==> src/hdl/ntnh_pkg.sv <==
`default_nettype none
package ntnh_pkg;

    // default sizes
    localparam int TABLE_ENTRIES_DEF = 16;
    localparam int TRUST_FRAC_DEF    = 10;

    // configuration port
    localparam int CFG_DATA_W = 16;
    localparam int CFG_IDX_W  = 2;

    localparam logic [CFG_IDX_W-1:0] CFG_ENERGY_THRESHOLD = 2'd0;
    localparam logic [CFG_IDX_W-1:0] CFG_TRUST_THRESHOLD  = 2'd1;
    localparam logic [CFG_IDX_W-1:0] CFG_TRUST_INCREMENT  = 2'd2;

    localparam logic [15:0] ENERGY_THRESHOLD_RST = 16'd10;
    localparam logic [10:0] TRUST_THRESHOLD_RST  = 11'd512;
    localparam logic [10:0] TRUST_INCREMENT_RST  = 11'd10;

    // update status codes
    localparam logic [1:0] STATUS_UPDATED = 2'd0;
    localparam logic [1:0] STATUS_ADDED   = 2'd1;
    localparam logic [1:0] STATUS_FULL    = 2'd2;

    typedef struct packed {
        logic [15:0] neighbor_address;
        logic [15:0] neighbor_energy;
        logic [10:0] neighbor_trust;
    } in_item_t;

    typedef struct packed {
        logic [1:0]  update_status;
        logic        low_energy;
        logic        route_found;
        logic [15:0] hop_address;
        logic [3:0]  hop_index;
        logic [25:0] hop_score;
        logic [4:0]  neighbor_total;
    } out_item_t;

    // controller to datapath
    typedef struct packed {
        logic start;
        logic look;
        logic write;
        logic scan;
        logic finish;
    } cmd_t;

    // datapath to controller
    typedef struct packed {
        logic look_done;
        logic scan_done;
    } stat_t;

endpackage
`default_nettype wire

==> src/hdl/ntnh_datapath.sv <==
`default_nettype none
module ntnh_datapath #(
    parameter int TABLE_ENTRIES       = ntnh_pkg::TABLE_ENTRIES_DEF,
    parameter int TRUST_FRACTION_BITS = ntnh_pkg::TRUST_FRAC_DEF
) (
    input  wire                                aclk,
    input  wire                                aresetn,
    input  ntnh_pkg::cmd_t                     cmd,
    output ntnh_pkg::stat_t                    stat,
    input  ntnh_pkg::in_item_t                 in_data,
    input  wire                                cfg_we,
    input  wire [ntnh_pkg::CFG_IDX_W-1:0]      cfg_index,
    input  wire [ntnh_pkg::CFG_DATA_W-1:0]     cfg_data,
    output ntnh_pkg::out_item_t                out_data
);

    localparam int IW        = (TABLE_ENTRIES > 1) ? $clog2(TABLE_ENTRIES) : 1;
    localparam int CW        = $clog2(TABLE_ENTRIES + 1);
    localparam int TW        = (TRUST_FRACTION_BITS >= 11) ? 12 : TRUST_FRACTION_BITS + 1;
    localparam int SCW       = TW + 16;
    localparam int TRUST_ONE = 1 << TRUST_FRACTION_BITS;

    // neighbor table memories
    logic [15:0]   tbl_address [TABLE_ENTRIES];
    logic [TW-1:0] tbl_trust   [TABLE_ENTRIES];
    logic [15:0]   tbl_energy  [TABLE_ENTRIES];

    // configuration
    logic [15:0] energy_thr_reg;
    logic [10:0] trust_thr_reg;
    logic [10:0] trust_inc_reg;

    // control state
    logic [CW-1:0] count_reg;
    logic [CW-1:0] idx_reg;
    logic          hit_reg;
    logic          p1_vld_reg;
    logic          s2_vld_reg;
    logic          found_reg;

    // payload state
    ntnh_pkg::in_item_t  in_reg;
    ntnh_pkg::out_item_t out_reg;
    logic [IW-1:0]  slot_reg;
    logic [1:0]     status_reg;
    logic [15:0]    rd_address_reg;
    logic [TW-1:0]  rd_trust_reg;
    logic [15:0]    rd_energy_reg;
    logic [IW-1:0]  p1_idx_reg;
    logic [SCW-1:0] s2_score_reg;
    logic           s2_elig_reg;
    logic [IW-1:0]  s2_idx_reg;
    logic [15:0]    s2_address_reg;
    logic [SCW-1:0] best_score_reg;
    logic [IW-1:0]  best_slot_reg;
    logic [15:0]    best_address_reg;

    logic           issue;
    logic           hit_now;
    logic           full;
    logic           wr_en;
    logic           wr_new;
    logic [IW-1:0]  wr_idx;
    logic [11:0]    trust_sum;
    logic [TW-1:0]  trust_clamped;
    logic [SCW-1:0] product;
    logic           better;

    // read issue, lookup compare and status
    assign issue   = ((cmd.look && !hit_reg) || cmd.scan) && (idx_reg < count_reg);
    assign hit_now = cmd.look && p1_vld_reg && !hit_reg
                     && (rd_address_reg == in_reg.neighbor_address);
    assign stat.look_done = !p1_vld_reg && (hit_reg || (idx_reg == count_reg));
    assign stat.scan_done = !p1_vld_reg && !s2_vld_reg && (idx_reg == count_reg);

    // table update
    assign full      = (count_reg == CW'(TABLE_ENTRIES));
    assign wr_new    = cmd.write && !hit_reg && !full;
    assign wr_en     = cmd.write && (hit_reg || !full);
    assign wr_idx    = hit_reg ? slot_reg : count_reg[IW-1:0];
    assign trust_sum = {1'b0, in_reg.neighbor_trust} + {1'b0, trust_inc_reg};
    assign trust_clamped = (18'(trust_sum) > 18'(TRUST_ONE)) ? TW'(TRUST_ONE)
                                                             : TW'(trust_sum);

    // score and best pick
    assign product = SCW'(rd_trust_reg) * SCW'(rd_energy_reg);
    assign better  = s2_vld_reg && s2_elig_reg && (!found_reg || (s2_score_reg > best_score_reg));

    // memory write and registered read
    always_ff @(posedge aclk) begin
        if (wr_en) begin
            tbl_trust[wr_idx]  <= trust_clamped;
            tbl_energy[wr_idx] <= in_reg.neighbor_energy;
        end
        if (wr_new) begin
            tbl_address[wr_idx] <= in_reg.neighbor_address;
        end
        rd_address_reg <= tbl_address[idx_reg[IW-1:0]];
        rd_trust_reg   <= tbl_trust[idx_reg[IW-1:0]];
        rd_energy_reg  <= tbl_energy[idx_reg[IW-1:0]];
    end

    // control registers
    always_ff @(posedge aclk) begin
        if (!aresetn) begin
            energy_thr_reg <= ntnh_pkg::ENERGY_THRESHOLD_RST;
            trust_thr_reg  <= ntnh_pkg::TRUST_THRESHOLD_RST;
            trust_inc_reg  <= ntnh_pkg::TRUST_INCREMENT_RST;
            count_reg      <= '0;
            idx_reg        <= '0;
            hit_reg        <= 1'b0;
            p1_vld_reg     <= 1'b0;
            s2_vld_reg     <= 1'b0;
            found_reg      <= 1'b0;
        end else begin
            if (cfg_we) begin
                unique case (cfg_index)
                    ntnh_pkg::CFG_ENERGY_THRESHOLD: energy_thr_reg <= cfg_data;
                    ntnh_pkg::CFG_TRUST_THRESHOLD:  trust_thr_reg  <= cfg_data[10:0];
                    ntnh_pkg::CFG_TRUST_INCREMENT:  trust_inc_reg  <= cfg_data[10:0];
                    default: ;
                endcase
            end
            p1_vld_reg <= issue;
            s2_vld_reg <= cmd.scan && p1_vld_reg;
            if (issue) begin
                idx_reg <= idx_reg + CW'(1);
            end
            if (hit_now) begin
                hit_reg <= 1'b1;
            end
            if (better) begin
                found_reg <= 1'b1;
            end
            if (cmd.start) begin
                idx_reg <= '0;
                hit_reg <= 1'b0;
            end
            if (cmd.write) begin
                idx_reg   <= '0;
                found_reg <= 1'b0;
                if (wr_new) begin
                    count_reg <= count_reg + CW'(1);
                end
            end
        end
    end

    // payload registers
    always_ff @(posedge aclk) begin
        if (cmd.start) begin
            in_reg <= in_data;
        end
        if (issue) begin
            p1_idx_reg <= idx_reg[IW-1:0];
        end
        if (hit_now) begin
            slot_reg <= p1_idx_reg;
        end
        if (cmd.write) begin
            status_reg <= hit_reg ? ntnh_pkg::STATUS_UPDATED
                        : (full ? ntnh_pkg::STATUS_FULL : ntnh_pkg::STATUS_ADDED);
        end
        s2_score_reg   <= product;
        s2_elig_reg    <= (12'(rd_trust_reg) > 12'(trust_thr_reg))
                          && (rd_energy_reg > energy_thr_reg);
        s2_idx_reg     <= p1_idx_reg;
        s2_address_reg <= rd_address_reg;
        if (better) begin
            best_score_reg   <= s2_score_reg;
            best_slot_reg    <= s2_idx_reg;
            best_address_reg <= s2_address_reg;
        end
        if (cmd.finish) begin
            out_reg.update_status  <= status_reg;
            out_reg.low_energy     <= (in_reg.neighbor_energy < energy_thr_reg);
            out_reg.route_found    <= found_reg;
            out_reg.hop_address    <= found_reg ? best_address_reg : 16'd0;
            out_reg.hop_index      <= found_reg ? 4'(best_slot_reg) : 4'd0;
            out_reg.hop_score      <= found_reg ? 26'(best_score_reg) : 26'd0;
            out_reg.neighbor_total <= 5'(count_reg);
        end
    end

    assign out_data = out_reg;

endmodule
`default_nettype wire

==> src/hdl/ntnh_controller.sv <==
`default_nettype none
module ntnh_controller (
    input  wire              aclk,
    input  wire              aresetn,
    input  wire              s_valid,
    output logic             s_ready,
    output logic             m_valid,
    input  wire              m_ready,
    output ntnh_pkg::cmd_t   cmd,
    input  ntnh_pkg::stat_t  stat
);

    typedef enum logic [4:0] {
        ST_IDLE  = 5'b00001,
        ST_LOOK  = 5'b00010,
        ST_WRITE = 5'b00100,
        ST_SCAN  = 5'b01000,
        ST_DONE  = 5'b10000
    } state_t;

    state_t state_reg, state_next;
    logic   m_valid_reg, m_valid_next;
    logic   out_free;

    assign out_free = !m_valid_reg || m_ready;

    // next state and commands
    always_comb begin
        state_next = state_reg;
        cmd        = '0;
        unique case (state_reg)
            ST_IDLE: begin
                if (s_valid) begin
                    cmd.start  = 1'b1;
                    state_next = ST_LOOK;
                end
            end
            ST_LOOK: begin
                cmd.look = 1'b1;
                if (stat.look_done) begin
                    state_next = ST_WRITE;
                end
            end
            ST_WRITE: begin
                cmd.write  = 1'b1;
                state_next = ST_SCAN;
            end
            ST_SCAN: begin
                cmd.scan = 1'b1;
                if (stat.scan_done) begin
                    state_next = ST_DONE;
                end
            end
            ST_DONE: begin
                if (out_free) begin
                    cmd.finish = 1'b1;
                    state_next = ST_IDLE;
                end
            end
            default: state_next = ST_IDLE;
        endcase
    end

    // output valid
    always_comb begin
        m_valid_next = m_valid_reg;
        if (m_ready) begin
            m_valid_next = 1'b0;
        end
        if (cmd.finish) begin
            m_valid_next = 1'b1;
        end
    end

    always_ff @(posedge aclk) begin
        if (!aresetn) begin
            state_reg   <= ST_IDLE;
            m_valid_reg <= 1'b0;
        end else begin
            state_reg   <= state_next;
            m_valid_reg <= m_valid_next;
        end
    end

    assign s_ready = (state_reg == ST_IDLE);
    assign m_valid = m_valid_reg;

endmodule
`default_nettype wire

==> src/hdl/neighbor_trust_table_next_hop.sv <==
`default_nettype none
// channel  direction  ports                        payload
// input    in         s_valid s_ready s_data       in_item_t
// result   out        m_valid m_ready m_data       out_item_t
// config   in         cfg_we cfg_index cfg_data    16 bit write, no read-back
//
// with N entries before a request, the lookup reads one slot per cycle and
// stops after a hit, then the score scan reads every slot once more; the
// next request can be taken as soon as the result is loaded into the
// output register.
// reset empties the table at once (entry count cleared), no clearing pass.
// a finished result waits in the output register; the next request is taken
// meanwhile and waits at its end until the output register is free.
module neighbor_trust_table_next_hop #(
    parameter int TABLE_ENTRIES       = ntnh_pkg::TABLE_ENTRIES_DEF,
    parameter int TRUST_FRACTION_BITS = ntnh_pkg::TRUST_FRAC_DEF
) (
    input  wire                             aclk,
    input  wire                             aresetn,
    input  wire                             s_valid,
    output logic                            s_ready,
    input  ntnh_pkg::in_item_t              s_data,
    output logic                            m_valid,
    input  wire                             m_ready,
    output ntnh_pkg::out_item_t             m_data,
    input  wire                             cfg_we,
    input  wire [ntnh_pkg::CFG_IDX_W-1:0]   cfg_index,
    input  wire [ntnh_pkg::CFG_DATA_W-1:0]  cfg_data
);

    ntnh_pkg::cmd_t  cmd;
    ntnh_pkg::stat_t stat;

    ntnh_controller u_ctrl (
        .aclk    (aclk),
        .aresetn (aresetn),
        .s_valid (s_valid),
        .s_ready (s_ready),
        .m_valid (m_valid),
        .m_ready (m_ready),
        .cmd     (cmd),
        .stat    (stat)
    );

    ntnh_datapath #(
        .TABLE_ENTRIES       (TABLE_ENTRIES),
        .TRUST_FRACTION_BITS (TRUST_FRACTION_BITS)
    ) u_dp (
        .aclk      (aclk),
        .aresetn   (aresetn),
        .cmd       (cmd),
        .stat      (stat),
        .in_data   (s_data),
        .cfg_we    (cfg_we),
        .cfg_index (cfg_index),
        .cfg_data  (cfg_data),
        .out_data  (m_data)
    );

    // a request is worked on alone
    assert property (@(posedge aclk) disable iff (!aresetn)
        s_valid && s_ready |=> !s_ready)
        else $error("request accepted while another is in work");

    // no route means zeroed hop fields
    assert property (@(posedge aclk) disable iff (!aresetn)
        m_valid && !m_data.route_found |->
            m_data.hop_address == 16'd0 && m_data.hop_index == 4'd0
            && m_data.hop_score == 26'd0)
        else $error("hop fields set without a route");

    // status code is one of the defined codes
    assert property (@(posedge aclk) disable iff (!aresetn)
        m_valid |-> m_data.update_status == ntnh_pkg::STATUS_UPDATED
            || m_data.update_status == ntnh_pkg::STATUS_ADDED
            || m_data.update_status == ntnh_pkg::STATUS_FULL)
        else $error("undefined update status");

    // full status only with a full table
    assert property (@(posedge aclk) disable iff (!aresetn)
        m_valid && m_data.update_status == ntnh_pkg::STATUS_FULL |->
            m_data.neighbor_total == 5'(TABLE_ENTRIES))
        else $error("table full reported below capacity");

endmodule
`default_nettype wire

==> config.mk <==
export PLATFORM = sky130hd
export DESIGN_NAME = neighbor_trust_table_next_hop
export DESIGN_NICKNAME = d
export VERILOG_FILES = /design/src/hdl/ntnh_pkg.sv /design/src/hdl/ntnh_datapath.sv /design/src/hdl/ntnh_controller.sv /design/src/hdl/neighbor_trust_table_next_hop.sv
export SDC_FILE = /design/constraint.sdc
export NUM_CORES = 1
export LEC_CHECK = 0
export BUFFER_PORTS_ARGS = -buffer_cell sky130_fd_sc_hd__buf_4
export CORE_MARGIN = 2
export CORE_UTILIZATION = 40
export CTS_CLUSTER_SIZE = 40
export DETAILED_ROUTE_END_ITERATION = 8
export GPL_TIMING_DRIVEN = 0
export PLACE_DENSITY = 0.62
export SLEW_MARGIN = 10
export SYNTH_ARGS = -nofsm -noshare
export SYNTH_HDL_FRONTEND = slang
export SYNTH_HIERARCHICAL = 1
export SYNTH_SLANG_ARGS = --single-unit
==> constraint.sdc <==
create_clock -name aclk -period 6.8 [get_ports aclk]
set_input_delay 0 -clock aclk [delete_from_list [all_inputs] [get_ports aclk]]
set_output_delay 0 -clock aclk [all_outputs]
set_load 0.02 [all_outputs]
==> impl_metrics.toml <==
[global_route]
grt_overflow_total = 0
first_global_vias = 24990
grt_max_degree = 56
antenna_found_initial = 2
grtUsageTotal = 0.1909
grt_pass1_wl_mm = 158.1

[pwr]
power.total_uw = 13130
netSwitchingFraction = 0.2198
leakagePower_uw = 0.01803
switchingPower_uw = 2887
power_density_nw_per_um2 = 255.3
p_int_uw = 10250
power_frac_comb = 0.053
peakVddDrop_mv = 0.1916
pwr-share-clk = 0.421
seqPwrFrac = 0.526

[place]
routabilityCongestion = 0.8950
io_buffers = 122
hpwlAfterDp_mm = 75.87
postPlaceCellArea_um2 = 47150

[drt]
drt-met1-wl_mm = 43.93
maxUsedRoutingLayer = "met4"
vias = 23870
ant_nets = 0
route.detailed.wl_per_inst_um = 23.93
wl_met2_mm = 54.14
wl_met3_mm = 5.299
drcViolationCount = 0
drtIter0Drc = 2209
wl_mm = 106.0
first_pass_iters = 5
routed_via_density = 5.390

[floorplanning]
ios = 123
num_rows = 120
coreArea_um2 = 107500
start_util = 0.4047
die_y_um = 333.8
die_area_um2 = 111400
fp.dieW_um = 333.8

[synth]
netlist_area_um2 = 43510
synth_fp_nets = 2932
syn_area_per_cell_um2 = 16.82
ys_types = 71
yosysTopAreaCell = "edfxtp_1"
synth_edf_count = 843
seq_area_frac_synth = 0.6504
post-synth-top-area-fraction = 0.5818
synth.ff_latch_count = 992
yosys_warnings = 6
synth_flop_cell = "edfxtp_1"
async_flop_share = 0
synth_cells = 2587
yosys-top-cells-area = "edfxtp_1 58%, mux4_2 11%, dfxtp_1 6.9%, fa_1 5.8%, ha_1 4.4%"

[clock_network]
cts_tree = "done"
cts_made_buffers = 100
clockRootBuffer = "clkbuf_16"
clock_path_buffers = 3
htreeDepth = 3
clkSinkCount = 992
cts_setup_buffers = 0
clkTransAtPathRegs_ns = 0.06
clock_latency_ns = 0.68

[worst_setup_path]
worstReg2RegStart = "u_dp/rd_trust_reg[5]"
slowest_stage = "dfxtp_1"
r2r-end = "u_dp/s2_score_reg[23]"
critPathKind = "reg2reg"
crit_fanout = 10
startpoint = "u_dp/rd_trust_reg[5]"
rrSetupSlack_ns = 0.64
end_kind = "flop"
critPathArrivalTime_ns = 6.72
crit_path_start_kind = "flop"
cp_top_family = "adder cells"
critical_path_buf_inv_count = 4
crit_chain = "clkbuf_1 -> nand2_1 -> fa_1 -> inv_1 -> fa_1 -> fa_1 -> fa_1 -> inv_1 -> fa_1 -> inv_1 -> ha_1 -> a21oi_1 -> o21ai_0 -> nor2_1 -> a211oi_1 -> a211oi_1 -> o21ai_1 -> xor2_1"
slowest_delay_ns = 0.62
cp.required_ns = 7.36
rr_worst_depth = 18
path_common_cell = "fa_1"
crit_cells = 18

[final_layout]
nets = 3285
post-route-util = 0.4785
final_area_um2 = 51440
reg.largest.list = "u_dp/tbl_address x256, u_dp/tbl_energy x256, u_dp/tbl_trust x176"
area_delta_synth_final_pct = 18.22
layout-drive-gt1-share = 0.2010

[timing]
finalCritPeriodShare = 0.9063
layout_min_cycle_time_ns = 6.163
hold_slack_ns = 0.03488
finalMaxSlewViolations = 0
setup_viol = 0
fin_skew_ns = 0.04832
fin_tns_setup_ns = 0
worstMarginPinSlew_ns = 1.263
rsz0062_at_grt = "false"
slew-limit-headroom = 0.1548
max_clock_freq_ghz = 0.1623
hold_violations = 0

[min_path]
min_from = "s_data[42]"
hold_depth = 2
hp-class = "in2reg"
whs_endpoint = "u_dp/in_reg[42]"

[status]
status = "finished clean"

[job]
maxCapViolCount = 0
## logic make-up after synthesis
| family | synth area share |
|---|---|
| AND/OR/NAND/NOR | 0.06229 |
| flip-flops | 0.6504 |
| multiplexers | 0.1140 |
| XOR/XNOR | 0.01107 |
| buffers and inverters | 0.03068 |
| AO/OA/AOI/OAI | 0.02959 |
| adder cells (fa/ha/maj) | 0.1020 |
## worst max-delay path by stage
stage / slack (ns) / endpoint
6_report: 0.64 / u_dp/s2_score_reg[23]
5_1_grt: 0.42 / u_dp/s2_score_reg[23]
4_1_cts: 0.69 / u_dp/s2_score_reg[23]
3_5_place_dp: 0.73 / u_dp/s2_score_reg[23]
3_3_place_gp: 0.44 / u_dp/best_address_reg[15]
2_1_floorplan: 1.83 / u_dp/s2_score_reg[24]
## cells in the mapped netlist, types with 7 or more instances
master    count
nor4_1        7
buf_2         8
buf_6        18
fa_1        126
o21ai_0      34
o211ai_1      8
a21boi_1     11
ha_1        153
a211oi_1     12
clkbuf_1     61
nor3_1       12
nor2b_1      30
nand2_1     174
o21a_1        8
xor2_1       21
a21o_1       18
nor2_1       92
dfxtp_1     149
mux4_2      215
a21boi_0     14
nand2b_1      9
a21oi_1      46
xnor2_1      34
inv_1       213
mux2i_1      12
and2_1      137
nand3_1      21
buf_1        11
nand4_1      18
edfxtp_1    843
## layout make-up
| cell class | instances | area, µm² |
|---|---|---|
| Fill cell | 8959 | 56070 |
| Sequential cell | 992 | 28300 |
| Multi-Input combinational cell | 1281 | 14080 |
| Clock buffer | 136 | 2739 |
| Timing Repair Buffer | 251 | 2625 |
| Tap cell | 1403 | 1755 |
| Inverter | 213 | 799.5 |
| Clock inverter | 51 | 600.6 |
| Buffer | 101 | 535.5 |
| Antenna cell | 1 | 2.502 |
## placed cells by master, fill, tap and decap left out, types with 45 or more instances in the layout
cell / netlist / final
dfxtp_1: 149 / 149
nor2_1: 92 / 58
inv_1: 213 / 213
buf_4: 3 / 125
ha_1: 153 / 153
mux4_2: 215 / 215
clkbuf_16: 0 / 101
clkbuf_1: 61 / 88
nand2_1: 174 / 174
a21oi_1: 46 / 45
fa_1: 126 / 126
edfxtp_1: 843 / 843
and2_1: 137 / 136
dlygate4sd3_1: 0 / 94
## repair_timing
| item | CTS | global route |
|---|---|---|
| hold buffers | 94 | 0 |
| resized for setup | 0 | 0 |
| endpoints found under the setup margin | 0 | 0 |
| hold endpoints to repair | 111 | 0 |
## per-stage QoR
| stage | setup slack (ns) | instances |
|---|---|---|
| 3_5_place_dp | 0.7341 | 4147 |
| 3_3_place_gp | 0.4448 | 4112 |
| 4_1_cts | 0.6900 | 4428 |
| 5_1_grt | 0.4232 | 4428 |
| 6_report | 0.6375 | 4429 |
| 2_1_floorplan | 1.829 | 2587 |
## routing by layer
metal | track usage | vias up
met5 | 0 | -
met4 | 0.05674 | 0
met3 | 0.02372 | 133
met1 | 0.2477 | 12650
li1 | - | 10350
met2 | 0.3358 | 742
## power by group through the flow
stage                     Clock, µW  Combinational, µW  Sequential [µW]
final                          5520                697             6910
after global routing           5890                778             6930
after CTS                      5640                703             6910
after detailed placement          0                658             7040
after global placement            0                629             7030
after floorplan                   0                420             6980
(Power assumes the default switching activity.)
